**src/sv/hsv2rgb_pkg.sv**
```systemverilog
// ----------------------------------------------------------------------------
// HSV to RGB converter package
// Shared types and constants for the pixel pipeline and its channel lanes.
// ----------------------------------------------------------------------------
package hsv2rgb_pkg;

	// Saturated channel byte and opaque alpha
	localparam logic [7:0] BYTE_MAX   = 8'hFF;
	localparam logic [7:0] ALPHA_BYTE = 8'hFF;

	// Per-stage load enables handed from the pipeline control to each lane
	typedef struct packed {
		logic s2;
		logic s3;
		logic s4;
		logic s5;
	} hsv2rgb_ld_t;

endpackage

```
**src/sv/hsv2rgb_if.sv**
```systemverilog
// ----------------------------------------------------------------------------
// HSV to RGB pixel stream interfaces
// Valid/ready channels for HSV pixels in and RGB pixels out.
// ----------------------------------------------------------------------------
interface hsv2rgb_pix_in_if;
	logic        valid;
	logic        ready;
	logic [15:0] hue_angle;
	logic [15:0] saturation;
	logic [15:0] brightness;

	modport source (output valid, hue_angle, saturation, brightness, input ready);
	modport sink   (input valid, hue_angle, saturation, brightness, output ready);
endinterface

interface hsv2rgb_pix_out_if;
	logic        valid;
	logic        ready;
	logic [7:0]  red;
	logic [7:0]  green;
	logic [7:0]  blue;
	logic [31:0] packed_argb;

	modport source (output valid, red, green, blue, packed_argb, input ready);
	modport sink   (input valid, red, green, blue, packed_argb, output ready);
endinterface

```
**src/sv/hsv2rgb_chan.sv**
```systemverilog
// ----------------------------------------------------------------------------
// HSV to RGB channel lane
// Turns V, S and the hue weight m of one channel into its byte:
// floor(V * (ONE*D - S*m) * 17 / 2^(HFB + 2 + 2*LFB)), clamped and saturated.
// ----------------------------------------------------------------------------
module hsv2rgb_chan #(
	parameter int HUE_FRAC_BITS   = 6,
	parameter int LEVEL_FRAC_BITS = 15
) (
	input  logic                       clk,
	input  hsv2rgb_pkg::hsv2rgb_ld_t   ld,
	input  logic [15:0]                sat_s1,
	input  logic [15:0]                val_s1,
	input  logic [HUE_FRAC_BITS+5:0]   weight_s1,
	output logic [7:0]                 chan_byte_s5
);

	localparam int MW     = HUE_FRAC_BITS + 6;
	localparam int SUBW   = 16 + MW;
	localparam int NUMW   = LEVEL_FRAC_BITS + HUE_FRAC_BITS + 6;
	localparam int CMPW   = (SUBW > NUMW) ? SUBW : NUMW;
	localparam int LOW_W  = (NUMW + 1) / 2;
	localparam int HIGH_W = NUMW - LOW_W;
	localparam int PLW    = 16 + LOW_W;
	localparam int PHW    = 16 + HIGH_W;
	localparam int PRODW  = 16 + NUMW;
	localparam int XW     = PRODW + 5;
	localparam int SH     = HUE_FRAC_BITS + 2 + 2 * LEVEL_FRAC_BITS;
	// ONE * D = 15 << (LFB + HFB + 2)
	localparam logic [CMPW-1:0] WHOLE =
		CMPW'(15) << (LEVEL_FRAC_BITS + HUE_FRAC_BITS + 2);

	logic [SUBW-1:0]   sub_s2;
	logic [15:0]       val_s2;
	logic [NUMW-1:0]   num_s3;
	logic [15:0]       val_s3;
	logic [PLW-1:0]    plo_s4;
	logic [PHW-1:0]    phi_s4;

	logic [CMPW-1:0]   sub_ext;
	logic [PRODW-1:0]  prod;
	logic [XW-1:0]     prod_x17;
	logic [XW-1:0]     level;

	// Stage 2: S times weight
	always_ff @(posedge clk) begin
		if (ld.s2) begin
			sub_s2 <= SUBW'(sat_s1) * SUBW'(weight_s1);
			val_s2 <= val_s1;
		end
	end

	// Stage 3: numerator, clamp negative terms to zero
	assign sub_ext = CMPW'(sub_s2);

	always_ff @(posedge clk) begin
		if (ld.s3) begin
			num_s3 <= (sub_ext >= WHOLE) ? '0 : NUMW'(WHOLE - sub_ext);
			val_s3 <= val_s2;
		end
	end

	// Stage 4: V times numerator as two partial products
	always_ff @(posedge clk) begin
		if (ld.s4) begin
			plo_s4 <= PLW'(val_s3) * PLW'(num_s3[LOW_W-1:0]);
			phi_s4 <= PHW'(val_s3) * PHW'(num_s3[NUMW-1:LOW_W]);
		end
	end

	// Stage 5: combine, scale by 17, drop fraction, saturate
	assign prod     = (PRODW'(phi_s4) << LOW_W) + PRODW'(plo_s4);
	assign prod_x17 = (XW'(prod) << 4) + XW'(prod);
	assign level    = prod_x17 >> SH;

	always_ff @(posedge clk) begin
		if (ld.s5) begin
			chan_byte_s5 <= (|level[XW-1:8]) ? hsv2rgb_pkg::BYTE_MAX : level[7:0];
		end
	end

endmodule

```
**src/sv/hsv_to_rgb_pixel_converter_top.sv**
```systemverilog
// ----------------------------------------------------------------------------
// HSV to RGB pixel converter
// Hexcone conversion of a pixel stream, five register stages deep.
// ----------------------------------------------------------------------------
// A pixel passes through stages s1 to s5 in order, from input transfer to output valid.
// Throughput: one pixel per cycle while the output is ready; each stage holds one pixel and the
// widest step, V times the clamped numerator, is split over two stages.
// A stall holds only the stages behind it; empty stages still fill.
// Reset clears the stage valid bits; data registers are not reset.
module hsv_to_rgb_pixel_converter_top #(
	parameter int HUE_FRAC_BITS   = 6,
	parameter int LEVEL_FRAC_BITS = 15
) (
	input  logic              clk,
	input  logic              arst_n,
	hsv2rgb_pix_in_if.sink    pix_in,
	hsv2rgb_pix_out_if.source pix_out
);

	localparam int MW = HUE_FRAC_BITS + 6;
	localparam int unsigned SECT_W    = 60 << HUE_FRAC_BITS;
	localparam int unsigned FULL_TURN = 360 << HUE_FRAC_BITS;

	typedef enum logic [2:0] {
		SEC_RED     = 3'd0,
		SEC_YELLOW  = 3'd1,
		SEC_GREEN   = 3'd2,
		SEC_CYAN    = 3'd3,
		SEC_BLUE    = 3'd4,
		SEC_MAGENTA = 3'd5
	} sector_t;

	logic [15:0]    hue_w;
	logic [15:0]    hue_coarse;
	sector_t        sector;
	logic [31:0]    sect_base;
	logic [MW-1:0]  rem;
	logic [MW-1:0]  rem_c;
	logic [MW-1:0]  m_r, m_g, m_b;

	logic           vld_s1, vld_s2, vld_s3, vld_s4, vld_s5;
	logic           adv1, adv2, adv3, adv4, adv5;
	hsv2rgb_pkg::hsv2rgb_ld_t ld;

	logic [15:0]    sat_s1;
	logic [15:0]    val_s1;
	logic [MW-1:0]  m_r_s1, m_g_s1, m_b_s1;
	logic [7:0]     red_s5, green_s5, blue_s5;

	// Advance a stage when it is empty or its successor advances
	assign adv5 = !vld_s5 || pix_out.ready;
	assign adv4 = !vld_s4 || adv5;
	assign adv3 = !vld_s3 || adv4;
	assign adv2 = !vld_s2 || adv3;
	assign adv1 = !vld_s1 || adv2;
	assign pix_in.ready = adv1;
	assign ld = '{s2: adv2, s3: adv3, s4: adv4, s5: adv5};

	// Valid bits travel with the data
	always_ff @(posedge clk or negedge arst_n) begin
		if (!arst_n) begin
			vld_s1 <= 1'b0;
			vld_s2 <= 1'b0;
			vld_s3 <= 1'b0;
			vld_s4 <= 1'b0;
			vld_s5 <= 1'b0;
		end else begin
			if (adv1) vld_s1 <= pix_in.valid;
			if (adv2) vld_s2 <= vld_s1;
			if (adv3) vld_s3 <= vld_s2;
			if (adv4) vld_s4 <= vld_s3;
			if (adv5) vld_s5 <= vld_s4;
		end
	end

	// Wrap out-of-range hue to zero, find sector and remainder
	assign hue_w      = (32'(pix_in.hue_angle) >= FULL_TURN) ? 16'd0 : pix_in.hue_angle;
	assign hue_coarse = hue_w >> (HUE_FRAC_BITS + 2);
	assign sector     = sector_t'(3'(hue_coarse >= 16'd15) + 3'(hue_coarse >= 16'd30)
		+ 3'(hue_coarse >= 16'd45) + 3'(hue_coarse >= 16'd60)
		+ 3'(hue_coarse >= 16'd75));
	assign sect_base  = 32'(sector) * SECT_W;
	assign rem        = MW'(32'(hue_w) - sect_base);
	assign rem_c      = MW'(SECT_W) - rem;

	// Pick each channel's weight: 0 for V, D for p, rem for q, D-rem for t
	always_comb begin
		unique case (sector)
			SEC_RED: begin
				m_r = '0;         m_g = rem_c;      m_b = MW'(SECT_W);
			end
			SEC_YELLOW: begin
				m_r = rem;        m_g = '0;         m_b = MW'(SECT_W);
			end
			SEC_GREEN: begin
				m_r = MW'(SECT_W); m_g = '0;        m_b = rem_c;
			end
			SEC_CYAN: begin
				m_r = MW'(SECT_W); m_g = rem;       m_b = '0;
			end
			SEC_BLUE: begin
				m_r = rem_c;      m_g = MW'(SECT_W); m_b = '0;
			end
			default: begin
				m_r = '0;         m_g = MW'(SECT_W); m_b = rem;
			end
		endcase
	end

	// Stage 1: hold weights and levels
	always_ff @(posedge clk) begin
		if (adv1) begin
			sat_s1 <= pix_in.saturation;
			val_s1 <= pix_in.brightness;
			m_r_s1 <= m_r;
			m_g_s1 <= m_g;
			m_b_s1 <= m_b;
		end
	end

	// Stages 2 to 5: one lane per channel
	hsv2rgb_chan #(
		.HUE_FRAC_BITS   (HUE_FRAC_BITS),
		.LEVEL_FRAC_BITS (LEVEL_FRAC_BITS)
	) u_chan_r (
		.clk          (clk),
		.ld           (ld),
		.sat_s1       (sat_s1),
		.val_s1       (val_s1),
		.weight_s1    (m_r_s1),
		.chan_byte_s5 (red_s5)
	);

	hsv2rgb_chan #(
		.HUE_FRAC_BITS   (HUE_FRAC_BITS),
		.LEVEL_FRAC_BITS (LEVEL_FRAC_BITS)
	) u_chan_g (
		.clk          (clk),
		.ld           (ld),
		.sat_s1       (sat_s1),
		.val_s1       (val_s1),
		.weight_s1    (m_g_s1),
		.chan_byte_s5 (green_s5)
	);

	hsv2rgb_chan #(
		.HUE_FRAC_BITS   (HUE_FRAC_BITS),
		.LEVEL_FRAC_BITS (LEVEL_FRAC_BITS)
	) u_chan_b (
		.clk          (clk),
		.ld           (ld),
		.sat_s1       (sat_s1),
		.val_s1       (val_s1),
		.weight_s1    (m_b_s1),
		.chan_byte_s5 (blue_s5)
	);

	// Drive the output transfer
	assign pix_out.valid       = vld_s5;
	assign pix_out.red         = red_s5;
	assign pix_out.green       = green_s5;
	assign pix_out.blue        = blue_s5;
	assign pix_out.packed_argb = {hsv2rgb_pkg::ALPHA_BYTE, red_s5, green_s5, blue_s5};

	// Input is refused only when every stage is occupied
	a_full_when_blocked: assert property (@(posedge clk) disable iff (!arst_n)
		!pix_in.ready |-> (vld_s1 && vld_s2 && vld_s3 && vld_s4 && vld_s5))
		else $error("input blocked while a stage is empty");

	// A stalled first stage keeps its pixel
	a_s1_hold: assert property (@(posedge clk) disable iff (!arst_n)
		(vld_s1 && !adv2) |=> (vld_s1 && $stable(m_r_s1) && $stable(val_s1)))
		else $error("first stage lost its pixel during a stall");

	// Channel weights never exceed one sector width
	a_weight_range: assert property (@(posedge clk) disable iff (!arst_n)
		vld_s1 |-> (32'(m_r_s1) <= SECT_W && 32'(m_g_s1) <= SECT_W
			&& 32'(m_b_s1) <= SECT_W))
		else $error("channel weight out of range");

endmodule
```
**src/flat_wrapper.sv**
```systemverilog
// flat-port wrapper written by rule: the top's interface ports become plain ports
module hsv_to_rgb_pixel_converter_top_flat 
#(
	parameter int HUE_FRAC_BITS   = 6,
	parameter int LEVEL_FRAC_BITS = 15
)
  (clk, arst_n, pix_in_valid, pix_in_hue_angle, pix_in_saturation, pix_in_brightness, pix_in_ready, pix_out_valid, pix_out_red, pix_out_green, pix_out_blue, pix_out_packed_argb, pix_out_ready);
  hsv2rgb_pix_in_if pix_in_i ();
  hsv2rgb_pix_out_if pix_out_i ();
  input  logic clk;
  input  logic arst_n;
  input wire logic [$bits(pix_in_i.valid)-1:0] pix_in_valid;
  input wire logic [$bits(pix_in_i.hue_angle)-1:0] pix_in_hue_angle;
  input wire logic [$bits(pix_in_i.saturation)-1:0] pix_in_saturation;
  input wire logic [$bits(pix_in_i.brightness)-1:0] pix_in_brightness;
  output wire logic [$bits(pix_in_i.ready)-1:0] pix_in_ready;
  output wire logic [$bits(pix_out_i.valid)-1:0] pix_out_valid;
  output wire logic [$bits(pix_out_i.red)-1:0] pix_out_red;
  output wire logic [$bits(pix_out_i.green)-1:0] pix_out_green;
  output wire logic [$bits(pix_out_i.blue)-1:0] pix_out_blue;
  output wire logic [$bits(pix_out_i.packed_argb)-1:0] pix_out_packed_argb;
  input wire logic [$bits(pix_out_i.ready)-1:0] pix_out_ready;
  assign pix_in_i.valid = pix_in_valid;
  assign pix_in_i.hue_angle = pix_in_hue_angle;
  assign pix_in_i.saturation = pix_in_saturation;
  assign pix_in_i.brightness = pix_in_brightness;
  assign pix_in_ready = pix_in_i.ready;
  assign pix_out_valid = pix_out_i.valid;
  assign pix_out_red = pix_out_i.red;
  assign pix_out_green = pix_out_i.green;
  assign pix_out_blue = pix_out_i.blue;
  assign pix_out_packed_argb = pix_out_i.packed_argb;
  assign pix_out_i.ready = pix_out_ready;
  hsv_to_rgb_pixel_converter_top #(.HUE_FRAC_BITS(HUE_FRAC_BITS), .LEVEL_FRAC_BITS(LEVEL_FRAC_BITS)) u_core (.clk(clk), .arst_n(arst_n), .pix_in(pix_in_i), .pix_out(pix_out_i));
endmodule
```
**config.mk**
```make
export PLATFORM = sky130hd
export DESIGN_NAME = hsv_to_rgb_pixel_converter_top_flat
export DESIGN_NICKNAME = d
export VERILOG_FILES = /design/src/sv/hsv2rgb_pkg.sv /design/src/sv/hsv2rgb_if.sv /design/src/sv/hsv2rgb_chan.sv /design/src/sv/hsv_to_rgb_pixel_converter_top.sv /design/src/flat_wrapper.sv
export SDC_FILE = /design/constraint.sdc
export NUM_CORES = 2
export LEC_CHECK = 0
export ABC_AREA = 1
export BUFFER_PORTS_ARGS = -buffer_cell sky130_fd_sc_hd__buf_4
export CAP_MARGIN = 30
export CORE_MARGIN = 2
export CORE_UTILIZATION = 40
export CTS_CLUSTER_SIZE = 12
export DETAILED_ROUTE_END_ITERATION = 10
export PLACE_DENSITY = 0.63
export SYNTH_ARGS = -nofsm -noshare
export SYNTH_HDL_FRONTEND = slang
export SYNTH_SLANG_ARGS = --single-unit
```
**constraint.sdc**
```tcl
create_clock -name clk -period 35.8 [get_ports clk]
set_clock_uncertainty 0.1 [all_clocks]
set_input_delay 5.37 -clock clk [delete_from_list [all_inputs] [get_ports clk]]
set_output_delay 5.37 -clock clk [all_outputs]
set_load 0.03 [all_outputs]
```
==> flow_metrics.py <==
metrics = {
    "drt": {
        "drtPass1Iterations": 8,
        "routed_wl_um": 213000,
        "postRouteAntennaNets": 0,
        "wl_per_cell_um": 15.6,
        "via_per_inst": 4.95,
        "vias": 67800,
        "drc": 0,
        "drtIter0Drc": 4208,
    },
    "cells_and_area": {
        "synthToLayoutAreaGrowth_pct": 5.74,
        "fin_nets": 13000,
        "regArea_um2": 14100,
        "multiInputGateArea_um2": 62700,
        "drive_gt1_frac": 0.0384,
        "nFillCells": 21900,
    },
    "clock_network": {
        "clk_latency_ns": 0.73,
        "cts_setup_buffers": 0,
        "root_buffer": "clkbuf_16",
        "clk_pin_slew_ns": 0.06,
        "clk_path_buf_depth": 3,
        "cts_tree": "built",
        "numCtsBuffers": 60,
        "clock_sinks": 471,
        "htree_levels": 2,
        "hold_buffers": 0,
        "cts-resized-gates": 0,
    },
    "floorplanning": {
        "die-width_um": 474,
        "die_height_um": 474,
        "row_count": 172,
        "core_um2": 220000,
        "start_util": 0.402,
        "io_pins": 110,
        "die-area_um2": 225000,
    },
    "logic_synthesis": {
        "synth_top_family_by_area": "adder cells",
        "ys_seq_area_frac": 0.160,
        "ys_types": 64,
        "synthesis.area_um2": 88400,
        "avgSynthCellArea_um2": 8.08,
        "synth_simple_gate_area_frac": 0.179,
        "synth.largest_area_cell": "fa_1",
        "synth_edf_count": 466,
        "synthAdderAreaFrac": 0.438,
        "synth_ff_type": "edfxtp_1",
        "postSynthCellCount": 10900,
        "yosysTopAreaCellShare": 0.314,
        "ys_ff_latch": 471,
        "yosysWarnings": 0,
        "ys_async_sr_fraction": 0.0106,
        "synth_xor_area_frac": 0.0307,
        "synth_compound_area_frac": 0.0613,
        "yosys-mux-area-fraction": 0,
        "synth.area.top_cells": "fa_1 (31%), edfxtp_1 (16%), ha_1 (12%)",
    },
    "global_route": {
        "antenna_found_initial": 7,
        "first_global_vias": 71200,
        "grt_first_pass_wirelength_um": 360000,
        "grt_use_total": 0.194,
        "grt_max_degree": 82,
        "grt.overflow.total": 0,
    },
    "placement": {
        "place.detailed.hpwl_um": 168000,
        "gp_congestion": 0.892,
        "portBuffers": 101,
    },
    "critical_path": {
        "crit_end": "pix_in_ready",
        "timing.rr.end": "u_core.u_chan_r.plo_s4[25]$_DFFE_PP_",
        "worst-setup-path-type": "in2out",
        "start_kind": "input port",
        "worstSetupStartpoint": "pix_out_ready",
        "cp-end-kind": "primary output",
        "reg2reg_slack_ns": 28.75,
        "r2r_cells": 21,
        "r2r-start": "u_core.u_chan_r.val_s3[13]$_DFFE_PP_",
        "cp.required_ns": 30.33,
        "cp_max_fo": 61,
        "cp_data_arrival_time_ns": 7.82,
    },
    "timing": {
        "max_freq_ghz": 0.0753,
        "slew_headroom": 0.315,
        "drv_slew": 0,
        "finalSetupViolCount": 0,
        "rsz0062_at_grt": "no",
        "tns_ns": 0,
        "worstMarginPinSlew_ns": 1.03,
        "min_period_ns": 13.29,
        "finalCritPeriodShare": 0.371,
        "finalHoldViolations": 0,
    },
    "job": {
        "max_cap_viol_count": 0,
    },
    "worst_hold_path": {
        "hp-class": "reg2reg",
    },
    "run_status": {
        "status": "finished, final reports clean",
    },
}
## worst min-delay path by stage
stage	to	start	cells after the start	slack, ns
floorplan	u_core.u_chan_r.val_s2[0]$_DFFE_PP_	u_core.val_s1[0]$_DFFE_PP_	0	0.30
global placement	u_core.u_chan_r.val_s3[11]$_DFFE_PP_	u_core.u_chan_r.val_s2[11]$_DFFE_PP_	0	0.30
detailed placement	u_core.u_chan_r.val_s2[9]$_DFFE_PP_	u_core.val_s1[9]$_DFFE_PP_	0	0.30
CTS	u_core.u_chan_r.val_s2[9]$_DFFE_PP_	u_core.val_s1[9]$_DFFE_PP_	0	0.32
global route	u_core.u_chan_r.val_s3[14]$_DFFE_PP_	u_core.u_chan_r.val_s2[14]$_DFFE_PP_	0	0.32
finish	u_core.u_chan_r.val_s3[7]$_DFFE_PP_	u_core.u_chan_r.val_s2[7]$_DFFE_PP_	0	0.31
## layout make-up
cell class / instances / area share
Clock buffer: 74 / 0.0171
Sequential cell: 471 / 0.151
Multi-Input combinational cell: 7427 / 0.671
Tap cell: 2958 / 0.0396
Timing Repair Buffer: 155 / 0.0129
Clock inverter: 37 / 0.00497
Antenna cell: 4 / 0.000107
Inverter: 2565 / 0.103
## critical path: stages
cell	delay [ns]
buf_4	0.08
nor2_1	0.04
inv_2	0.04
buf_4	0.43
nor2_1	0.19
inv_6	0.44
nor2_1	0.14
inv_4	0.36
nor2_1	0.21
nand2_4	0.21
buf_4	0.21
## synth_stat cells, drive strengths merged (14+ instances only)
| cell | count |
|---|---|
| nand2 | 2951 |
| inv | 2565 |
| fa | 1384 |
| ha | 880 |
| nor2 | 493 |
| edfxtp | 466 |
| clkbuf | 450 |
| a21oi | 445 |
| o21ai | 268 |
| nand3 | 248 |
| xor2 | 200 |
| xnor2 | 110 |
| nor3 | 75 |
| nand4 | 63 |
| a21o | 55 |
| o21bai | 35 |
| buf | 33 |
| a31oi | 31 |
| nor4 | 24 |
| a21boi | 22 |
| o22ai | 18 |
| o21a | 17 |
| or2 | 16 |
| a211oi | 15 |
| nand3b | 14 |
## metal layers
metal  GRT usage  routed length [µm]  up-vias
met2       0.328              101000     1815
met3      0.0219               12100      272
met4      0.0492                4980        6
met1       0.265               95100    33300
li1            -                   -    32400
met5           0                  36        -
## flip-flops by register name, summed over array words and instances (netlist names), 27 cells and up
register	cells
u_core.u_chan_b.num_s3	27
u_core.u_chan_b.phi_s4	29
u_core.u_chan_b.plo_s4	30
u_core.u_chan_b.sub_ext	28
u_core.u_chan_g.num_s3	27
u_core.u_chan_g.phi_s4	29
u_core.u_chan_g.plo_s4	30
u_core.u_chan_g.sub_ext	28
u_core.u_chan_r.num_s3	27
u_core.u_chan_r.phi_s4	29
u_core.u_chan_r.plo_s4	30
u_core.u_chan_r.sub_ext	28
## metrics by stage
stage	setup slack (ns)	util	hold slack [ns]	cell area, µm²	std cells
final	22.51	0.425	0.314	93400	13700
after global routing	22.23	0.425	0.323	93400	13700
after CTS	22.40	0.425	0.318	93400	13700
after detailed placement	22.38	0.416	0.305	91400	13600
after global placement	22.45	0.416	0.301	91400	13600
after floorplan	16.82	-	0.300	88400	10900
## cell families (layout without fill, tap and decap cells)
logic type | Yosys count | after routing
AO/OA/AOI/OAI | 948 | 948
AND/OR/NAND/NOR | 3897 | 3897
adder cells (fa/ha/maj) | 2264 | 2264
XOR/XNOR | 310 | 310
buffers and inverters | 3048 | 2831
other | 1 | 12
flip-flops | 471 | 471
## cell usage in the layout (no fill, tap or decap), types with 14 or more instances in the layout
master and n:
edfxtp_1 466, inv_2 16, o21ai_1 27, nor2_1 460, fa_1 1384, a21oi_1 438
clkbuf_16 61, or2_2 14, nor2_2 23, nand2_1 2923, nand3_1 235, nand2_2 24
buf_4 152, o21ai_0 229, a21o_1 55, ha_1 880, a211oi_1 14, nor3_1 62
a31oi_1 30, xnor2_1 110, inv_1 2546, nor4_1 22, xor2_1 200, o21bai_1 33
o22ai_1 18, nand4_1 61, o21a_1 17, nand3b_1 14
Power is left out: the tool's default activity adds up to more than one toggle a clock period on the data nets, which glitch-free logic cannot reach.
